**config.mk**
```make
export PLATFORM = sky130hd
export DESIGN_NAME = timed_switch_event_table_top
export DESIGN_NICKNAME = d
export VERILOG_FILES = /design/src/hdl/tset_pkg.sv /design/src/hdl/tset_ctrl.sv /design/src/hdl/tset_dp.sv /design/src/hdl/timed_switch_event_table_top.sv
export VERILOG_INCLUDE_DIRS = /design/src /design/src/hdl
export SDC_FILE = /design/constraint.sdc
export NUM_CORES = 1
export LEC_CHECK = 0
export BUFFER_PORTS_ARGS = -buffer_cell sky130_fd_sc_hd__buf_2
export CORE_MARGIN = 2
export CORE_UTILIZATION = 52
export DETAILED_ROUTE_END_ITERATION = 16
export PLACE_DENSITY = 0.68
export SYNTH_ARGS = -nofsm -noshare
export SYNTH_HDL_FRONTEND = slang
export SYNTH_HIERARCHICAL = 1
export SYNTH_SLANG_ARGS = --single-unit
```
**constraint.sdc**
```tcl
create_clock -name clk -period 9 [get_ports clk]
set_input_delay 0.9 -clock clk [delete_from_list [all_inputs] [get_ports clk]]
set_output_delay 0.9 -clock clk [all_outputs]
set_load 0.03 [all_outputs]
```
**src/hdl/timed_switch_event_table_top_assert.svh**
```systemverilog
// assertion macros shared by the timed switch event table
`ifndef TIMED_SWITCH_EVENT_TABLE_TOP_ASSERT_SVH
`define TIMED_SWITCH_EVENT_TABLE_TOP_ASSERT_SVH

// same-cycle implication, sampled on clk, off during reset
`define TSET_ASSERT_NOW(label, ante, cons) \
  label: assert property (@(posedge clk) disable iff (rst) (ante) |-> (cons)) \
    else $error("tset check failed");

// next-cycle implication, sampled on clk, off during reset
`define TSET_ASSERT_NEXT(label, ante, cons) \
  label: assert property (@(posedge clk) disable iff (rst) (ante) |=> (cons)) \
    else $error("tset check failed");

`endif

```
**src/hdl/tset_pkg.sv**
```systemverilog
package tset_pkg;

  // result kinds
  localparam logic [1:0] KIND_SWITCH   = 2'd0;
  localparam logic [1:0] KIND_ACCEPTED = 2'd1;
  localparam logic [1:0] KIND_REFUSED  = 2'd2;

  // input function codes
  localparam logic FUNC_TICK   = 1'b0;
  localparam logic FUNC_INSERT = 1'b1;

  // most switch actions one tick may produce
  localparam int MAX_RESULTS = 16;
  localparam int FOUND_W     = $clog2(MAX_RESULTS);

  typedef struct packed {
    logic        func;
    logic [10:0] minute_of_day;
    logic [7:0]  light_num;
    logic        turn_on;
  } tset_item_t;

  typedef struct packed {
    logic [1:0] kind;
    logic [7:0] target_light;
    logic       drive_on;
    logic       last;
  } tset_result_t;

  typedef struct packed {
    logic [10:0] minute;
    logic [7:0]  light;
    logic        on;
  } tset_entry_t;

  typedef enum logic [2:0] {
    ST_IDLE,
    ST_DISPATCH,
    ST_INSERT,
    ST_READ,
    ST_COMPARE,
    ST_FLUSH
  } tset_state_t;

  // what goes into the output register
  typedef enum logic [1:0] {
    OUT_STATUS,
    OUT_PEND,
    OUT_PEND_LAST
  } tset_out_sel_t;

  typedef struct packed {
    logic          load_item;
    logic          wr_entry;
    logic          rd_en;
    logic          idx_clr;
    logic          idx_inc;
    logic          pend_load;
    logic          out_load;
    tset_out_sel_t out_sel;
  } tset_cmd_t;

  typedef struct packed {
    logic is_insert;
    logic full;
    logic empty;
    logic hit;
    logic last_entry;
    logic cap;
    logic pend_valid;
    logic out_free;
  } tset_sts_t;

endpackage

```
**src/hdl/tset_ctrl.sv**
```systemverilog
module tset_ctrl (
  input  logic               clk,
  input  logic               rst,
  input  logic               item_valid,
  output logic               item_stall,
  input  tset_pkg::tset_sts_t sts,
  output tset_pkg::tset_cmd_t cmd
);
  import tset_pkg::*;

  tset_state_t state, state_next;

  // state register
  always_ff @(posedge clk) begin
    if (rst) begin
      state <= ST_IDLE;
    end else begin
      state <= state_next;
    end
  end

  // next state and commands
  always_comb begin
    state_next  = state;
    cmd         = '0;
    cmd.out_sel = OUT_STATUS;
    item_stall  = (state != ST_IDLE);
    unique case (state)
      ST_IDLE: begin
        if (item_valid) begin
          cmd.load_item = 1'b1;
          state_next    = ST_DISPATCH;
        end
      end
      ST_DISPATCH: begin
        if (sts.is_insert) begin
          state_next = ST_INSERT;
        end else if (sts.empty) begin
          state_next = ST_IDLE;
        end else begin
          cmd.idx_clr = 1'b1;
          state_next  = ST_READ;
        end
      end
      ST_INSERT: begin
        if (sts.out_free) begin
          cmd.out_load = 1'b1;
          cmd.out_sel  = OUT_STATUS;
          cmd.wr_entry = !sts.full;
          state_next   = ST_IDLE;
        end
      end
      ST_READ: begin
        cmd.rd_en  = 1'b1;
        state_next = ST_COMPARE;
      end
      ST_COMPARE: begin
        // a new hit pushes the held one out, which needs a free output slot
        if (!(sts.hit && sts.pend_valid && !sts.out_free)) begin
          if (sts.hit) begin
            cmd.pend_load = 1'b1;
            if (sts.pend_valid) begin
              cmd.out_load = 1'b1;
              cmd.out_sel  = OUT_PEND;
            end
          end
          if ((sts.hit && sts.cap) || sts.last_entry) begin
            state_next = (sts.hit || sts.pend_valid) ? ST_FLUSH : ST_IDLE;
          end else begin
            cmd.idx_inc = 1'b1;
            state_next  = ST_READ;
          end
        end
      end
      ST_FLUSH: begin
        if (sts.out_free) begin
          cmd.out_load = 1'b1;
          cmd.out_sel  = OUT_PEND_LAST;
          state_next   = ST_IDLE;
        end
      end
      default: begin
        state_next = ST_IDLE;
      end
    endcase
  end

endmodule

```
**src/hdl/tset_dp.sv**
```systemverilog
module tset_dp #(
  parameter int TABLE_DEPTH = 16
) (
  input  logic                  clk,
  input  logic                  rst,
  input  tset_pkg::tset_item_t   item,
  output tset_pkg::tset_result_t result,
  output logic                  result_valid,
  input  logic                  result_stall,
  input  tset_pkg::tset_cmd_t    cmd,
  output tset_pkg::tset_sts_t    sts
);
  import tset_pkg::*;

  localparam int AW = (TABLE_DEPTH > 1) ? $clog2(TABLE_DEPTH) : 1;
  localparam int CW = $clog2(TABLE_DEPTH + 1);

  tset_item_t   item_q;
  tset_entry_t  table_mem [TABLE_DEPTH];
  tset_entry_t  rd_q;
  logic [CW-1:0] entry_count;
  logic [AW-1:0] idx;
  logic [FOUND_W-1:0] found;
  logic         pend_valid;
  logic [7:0]   pend_light;
  logic         pend_on;
  tset_result_t result_next;
  logic         out_free;

  // item register
  always_ff @(posedge clk) begin
    if (cmd.load_item) begin
      item_q <= item;
    end
  end

  // entry table, one write and one registered read
  always_ff @(posedge clk) begin
    if (cmd.wr_entry) begin
      table_mem[entry_count[AW-1:0]] <= '{minute: item_q.minute_of_day,
                                          light:  item_q.light_num,
                                          on:     item_q.turn_on};
    end
    if (cmd.rd_en) begin
      rd_q <= table_mem[idx];
    end
  end

  // fill count
  always_ff @(posedge clk) begin
    if (rst) begin
      entry_count <= '0;
    end else if (cmd.wr_entry) begin
      entry_count <= entry_count + CW'(1);
    end
  end

  // scan index
  always_ff @(posedge clk) begin
    if (cmd.idx_clr) begin
      idx <= '0;
    end else if (cmd.idx_inc) begin
      idx <= idx + AW'(1);
    end
  end

  // held match and match count
  always_ff @(posedge clk) begin
    if (rst) begin
      pend_valid <= 1'b0;
      found      <= '0;
    end else if (cmd.load_item) begin
      pend_valid <= 1'b0;
      found      <= '0;
    end else if (cmd.pend_load) begin
      pend_valid <= 1'b1;
      found      <= found + FOUND_W'(1);
    end
  end

  always_ff @(posedge clk) begin
    if (cmd.pend_load) begin
      pend_light <= rd_q.light;
      pend_on    <= rd_q.on;
    end
  end

  // output payload select
  always_comb begin
    result_next = '0;
    unique case (cmd.out_sel)
      OUT_STATUS: begin
        result_next.kind = sts.full ? KIND_REFUSED : KIND_ACCEPTED;
        result_next.last = 1'b1;
      end
      OUT_PEND: begin
        result_next.kind         = KIND_SWITCH;
        result_next.target_light = pend_light;
        result_next.drive_on     = pend_on;
        result_next.last         = 1'b0;
      end
      OUT_PEND_LAST: begin
        result_next.kind         = KIND_SWITCH;
        result_next.target_light = pend_light;
        result_next.drive_on     = pend_on;
        result_next.last         = 1'b1;
      end
      default: begin
        result_next = '0;
      end
    endcase
  end

  // output register
  assign out_free = !result_valid || !result_stall;

  always_ff @(posedge clk) begin
    if (rst) begin
      result_valid <= 1'b0;
    end else if (cmd.out_load) begin
      result_valid <= 1'b1;
    end else if (!result_stall) begin
      result_valid <= 1'b0;
    end
  end

  always_ff @(posedge clk) begin
    if (cmd.out_load) begin
      result <= result_next;
    end
  end

  // status back to the controller
  always_comb begin
    sts.is_insert  = (item_q.func == FUNC_INSERT);
    sts.full       = (entry_count == CW'(TABLE_DEPTH));
    sts.empty      = (entry_count == '0);
    sts.hit        = (rd_q.minute == item_q.minute_of_day);
    sts.last_entry = ((CW'(idx) + CW'(1)) == entry_count);
    sts.cap        = (found == FOUND_W'(MAX_RESULTS - 1));
    sts.pend_valid = pend_valid;
    sts.out_free   = out_free;
  end

endmodule

```
**src/hdl/timed_switch_event_table_top.sv**
```systemverilog
// Light scheduler: a table of timed switch actions.
// Input channel (item, item_valid, item_stall): func = insert appends an
// entry (minute, light, on/off); func = tick carries the current minute.
// Output channel (result, result_valid, result_stall) carries results.
// An insert gives one status result, accepted or refused when the table is
// full, loaded into the output register from the insert state after the
// dispatch state. A tick scans the stored entries in insertion order,
// reading each from memory and then comparing it, and gives one switch
// action per matching entry; the final one has last set, and at most 16
// actions come from one tick. A tick with no match gives nothing. The
// entry table has a single read port. item_stall is high until the item is
// finished. The next item can transfer while the last result still waits
// in the output register. A stalled receiver holds the output register
// and pauses the scan until the slot is free; nothing is dropped.
// Reset empties the table (fill count to zero) and clears result_valid.
`include "timed_switch_event_table_top_assert.svh"

module timed_switch_event_table_top #(
  parameter int TABLE_DEPTH = 16
) (
  input  logic                  clk,
  input  logic                  rst,
  input  logic                  item_valid,
  output logic                  item_stall,
  input  tset_pkg::tset_item_t   item,
  output logic                  result_valid,
  input  logic                  result_stall,
  output tset_pkg::tset_result_t result
);
  import tset_pkg::*;

  tset_cmd_t cmd;
  tset_sts_t sts;

  // sequencer
  tset_ctrl u_ctrl (
    .clk        (clk),
    .rst        (rst),
    .item_valid (item_valid),
    .item_stall (item_stall),
    .sts        (sts),
    .cmd        (cmd)
  );

  // table, scan and output register
  tset_dp #(
    .TABLE_DEPTH (TABLE_DEPTH)
  ) u_dp (
    .clk          (clk),
    .rst          (rst),
    .item         (item),
    .result       (result),
    .result_valid (result_valid),
    .result_stall (result_stall),
    .cmd          (cmd),
    .sts          (sts)
  );

  // checks
  `TSET_ASSERT_NOW(a_no_write_when_full, cmd.wr_entry, !sts.full)
  `TSET_ASSERT_NOW(a_no_result_overwrite, cmd.out_load, sts.out_free)
  `TSET_ASSERT_NEXT(a_no_result_after_transfer, item_valid && !item_stall, !cmd.out_load)
  `TSET_ASSERT_NEXT(a_read_then_compare, cmd.rd_en, !cmd.rd_en)

endmodule

```
==> flow_summary.ini <==
[cts]
worstSkewPairLatency_ns = 0.54
cts_tree = done
clk_pin_slew_ns = 0.06
cts_resized = 0
h-tree-depth = 2
cts_post_setup_buffers_inserted = 0
cts_sinks = 400
postCtsHoldBufs = 0
cts_buffers = 40
clock_path_buffers = 3
cts_root_buffer = clkbuf_16

[critical_path]
crit_required_ns = 9.39
path_cells = ha_1, nor3b_1, o21ai_0, a2111oi_0, a21oi_1, nand2_1, a31oi_1, nand4_1, xor2_1, nor2_1
cp_max_fo = 46
arrival_ns = 4.10
max_stage_delay_ns = 0.97
reg2reg_depth = 10
worstSetupEndpointType = register
reg2reg_to = u_dp/idx[3]$_SDFFE_PP0P_
crit_start = u_dp/idx[0]$_SDFFE_PP0P_
slowest_stage = a2111oi_0
cpLargestDelayFamily = compound AO/OA/AOI/OAI gates
r2r_start = u_dp/idx[0]$_SDFFE_PP0P_
cp.buffers_inverters = 0
criticalPathCategory = reg -> reg
cp.depth = 10
crit_end = u_dp/idx[3]$_SDFFE_PP0P_
cp-start-kind = register
r2r_setup_slack_ns = 5.29

[layout]
stdcell_area_mm2 = 0.0171
mostFrequentLayoutCells = edfxtp_1, mux4_2, clkbuf_16
num-nets-final = 825
num_antenna_cells = 0
area_growth_pct = 12.0
fin_util_pct = 59.3
layout-drive-gt1-share_pct = 24.2
final_common_cell = edfxtp_1

[yosys]
synth_edf_count = 382
synth_top_area_share_pct = 75.0
ys_types = 44
ys.flop_type = edfxtp_1
ys_seq_area_share_pct = 77.4
syn_area_mm2 = 0.0153
yosysWarningCount = 6
syn_inst = 739
synth_nets = 772
ys_seq_elements = 400
yosysTopAreaCell = edfxtp_1
syn_area_per_cell_um2 = 20.7
yosys-top-cells-area = edfxtp_1, mux4_2, dfxtp_1
async_flop_share_pct = 0

[die]
core-area_mm2 = 0.0289
die_w_um = 175
rows = 62
die-area_mm2 = 0.0308
fp.dieH_um = 175
pin_count = 39
start_util_pct = 53.0

[job]
cap_violations = 0

[placed_design]
hpwlAfterDp_mm = 19.4
place_congestion = 0.870
place_area_mm2 = 0.0159
numPortBuffers = 38

[sta]
fin_skew_ns = 0.0217
hold_viol_final = 0
final.setup.tns_ns = 0
slew_viol_final = 0
slew_headroom_pct = 17.9
layout_min_cycle_time_ns = 3.71
post-route-period-util_pct = 41.2
setup_viol = 0
tightest_slew_ns = 1.23
rsz0062_at_grt = no
fmax_mhz = 270

[min_path]
hp-class = reg -> reg
hold_path_depth = 0

[route]
wl_mm = 32.6
postRouteAntennaNets = 0
drc = 0
avgViaCountPerCell = 6.13
vias = 7403
drt_iter0_markers = 875
firstDrtPassIters = 5
avgRoutedWirePerCell_um = 27.0

[global_routing]
grt_start_max_net_pins = 50
antenna_found_initial = 0
grt_pass1_wl_mm = 47.5
grt_overflow_total = 0
grtUsageTotal_pct = 21.7
first_global_vias = 7347

[run_status]
outcome = finished clean

[power]
leakage_nw = 5.44
ir_drop_uv = 174
p_per_area_mw_per_mm2 = 252
-- state kept, by name, summed over array words and instances (netlist names) --
| name | flops |
|---|---|
| u_dp/found | 4 |
| u_dp/pend_on | 1 |
| u_dp/pend_light | 8 |
| u_dp/item_q | 20 |
| u_dp/rd_q | 20 |
| u_dp/result_valid | 1 |
| u_dp/entry_count | 5 |
| u_dp/table_mem | 320 |
| u_dp/pend_valid | 1 |
| u_dp/idx | 4 |
| u_ctrl/state | 3 |
| u_dp/sts | 1 |
| u_dp/result | 12 |
-- power by group --
part	leakage, nW	switching (mW)	internal (mW)
combinational	1.24	0.261	0.284
clock	0.618	0.659	0.917
sequential	3.58	0.111	2.08
-- layer usage --
layer / global-route usage [%] / vias up / share of wire [%]
met5: 0 / - / 0
li1: - / 3116 / -
met1: 29.0 / 3900 / 40
met3: 3.90 / 61 / 7.0
met4: 7.37 / 0 / 3.0
met2: 36.3 / 326 / 50
-- synth_stat cells, types with 2 or more instances --
library cell  count
nand4_1           6
buf_2             9
buf_1             4
edfxtp_1        382
nand2_1          30
nand3_1           2
a21oi_1           5
inv_1             8
a22oi_1          40
xor2_1            9
clkbuf_1         14
mux4_2           80
and2_1           17
nand2b_1          2
nor2b_1           8
mux2i_1           3
or3_1             2
and3_1            6
nor3b_1           6
buf_6             8
nor2_1           23
dfxtp_1          18
xnor2_1          17
or4b_1            2
buf_4             3
ha_1              8
nor3_1            9
a2111oi_0         2
-- worst min path at each step --
stage / from / endpoint / slack [ns]
6_report: u_dp/rd_q[7]$_DFFE_PP_ / u_dp/pend_light[6]$_DFFE_PP_ / 0.42
5_1_grt: u_dp/rd_q[7]$_DFFE_PP_ / u_dp/pend_light[6]$_DFFE_PP_ / 0.43
4_1_cts: u_dp/rd_q[7]$_DFFE_PP_ / u_dp/pend_light[6]$_DFFE_PP_ / 0.42
3_5_place_dp: u_dp/rd_q[7]$_DFFE_PP_ / u_dp/pend_light[6]$_DFFE_PP_ / 0.41
3_3_place_gp: u_dp/rd_q[4]$_DFFE_PP_ / u_dp/pend_light[3]$_DFFE_PP_ / 0.40
2_1_floorplan: u_dp/rd_q[1]$_DFFE_PP_ / u_dp/pend_light[0]$_DFFE_PP_ / 0.40
-- kinds of logic (layout without fill, tap and decap cells) --
family	Yosys count	after routing	share of synthesized area, %
XOR/XNOR	26	26	1.49
AO/OA/AOI/OAI	57	57	2.77
buffers and inverters	46	130	1.67
multiplexers	83	83	12.0
flip-flops	400	400	77.4
AND/OR/NAND/NOR	119	119	4.07
adder cells (fa/ha/maj)	8	8	0.655
-- layout make-up --
class	instances	area (um2)
sequential	400	11800
fill	2093	11700
multi-input combinational	293	3250
clock buffer	58	1150
tap	384	480
timing repair buffer	49	273
clock inverter	15	104
inverter	8	30.0
-- through the flow --
step	cells	hold slack (ns)	total power, mW	setup WS [ns]
CTS	1207	0.423	4.35	5.41
detailed placement	1134	0.408	2.78	5.40
global placement	1134	0.404	2.77	5.59
finish	1207	0.421	4.31	5.29
global route	1207	0.425	4.45	5.01
floorplan	739	0.400	2.61	4.65
Power figures use the tool's default switching activity.
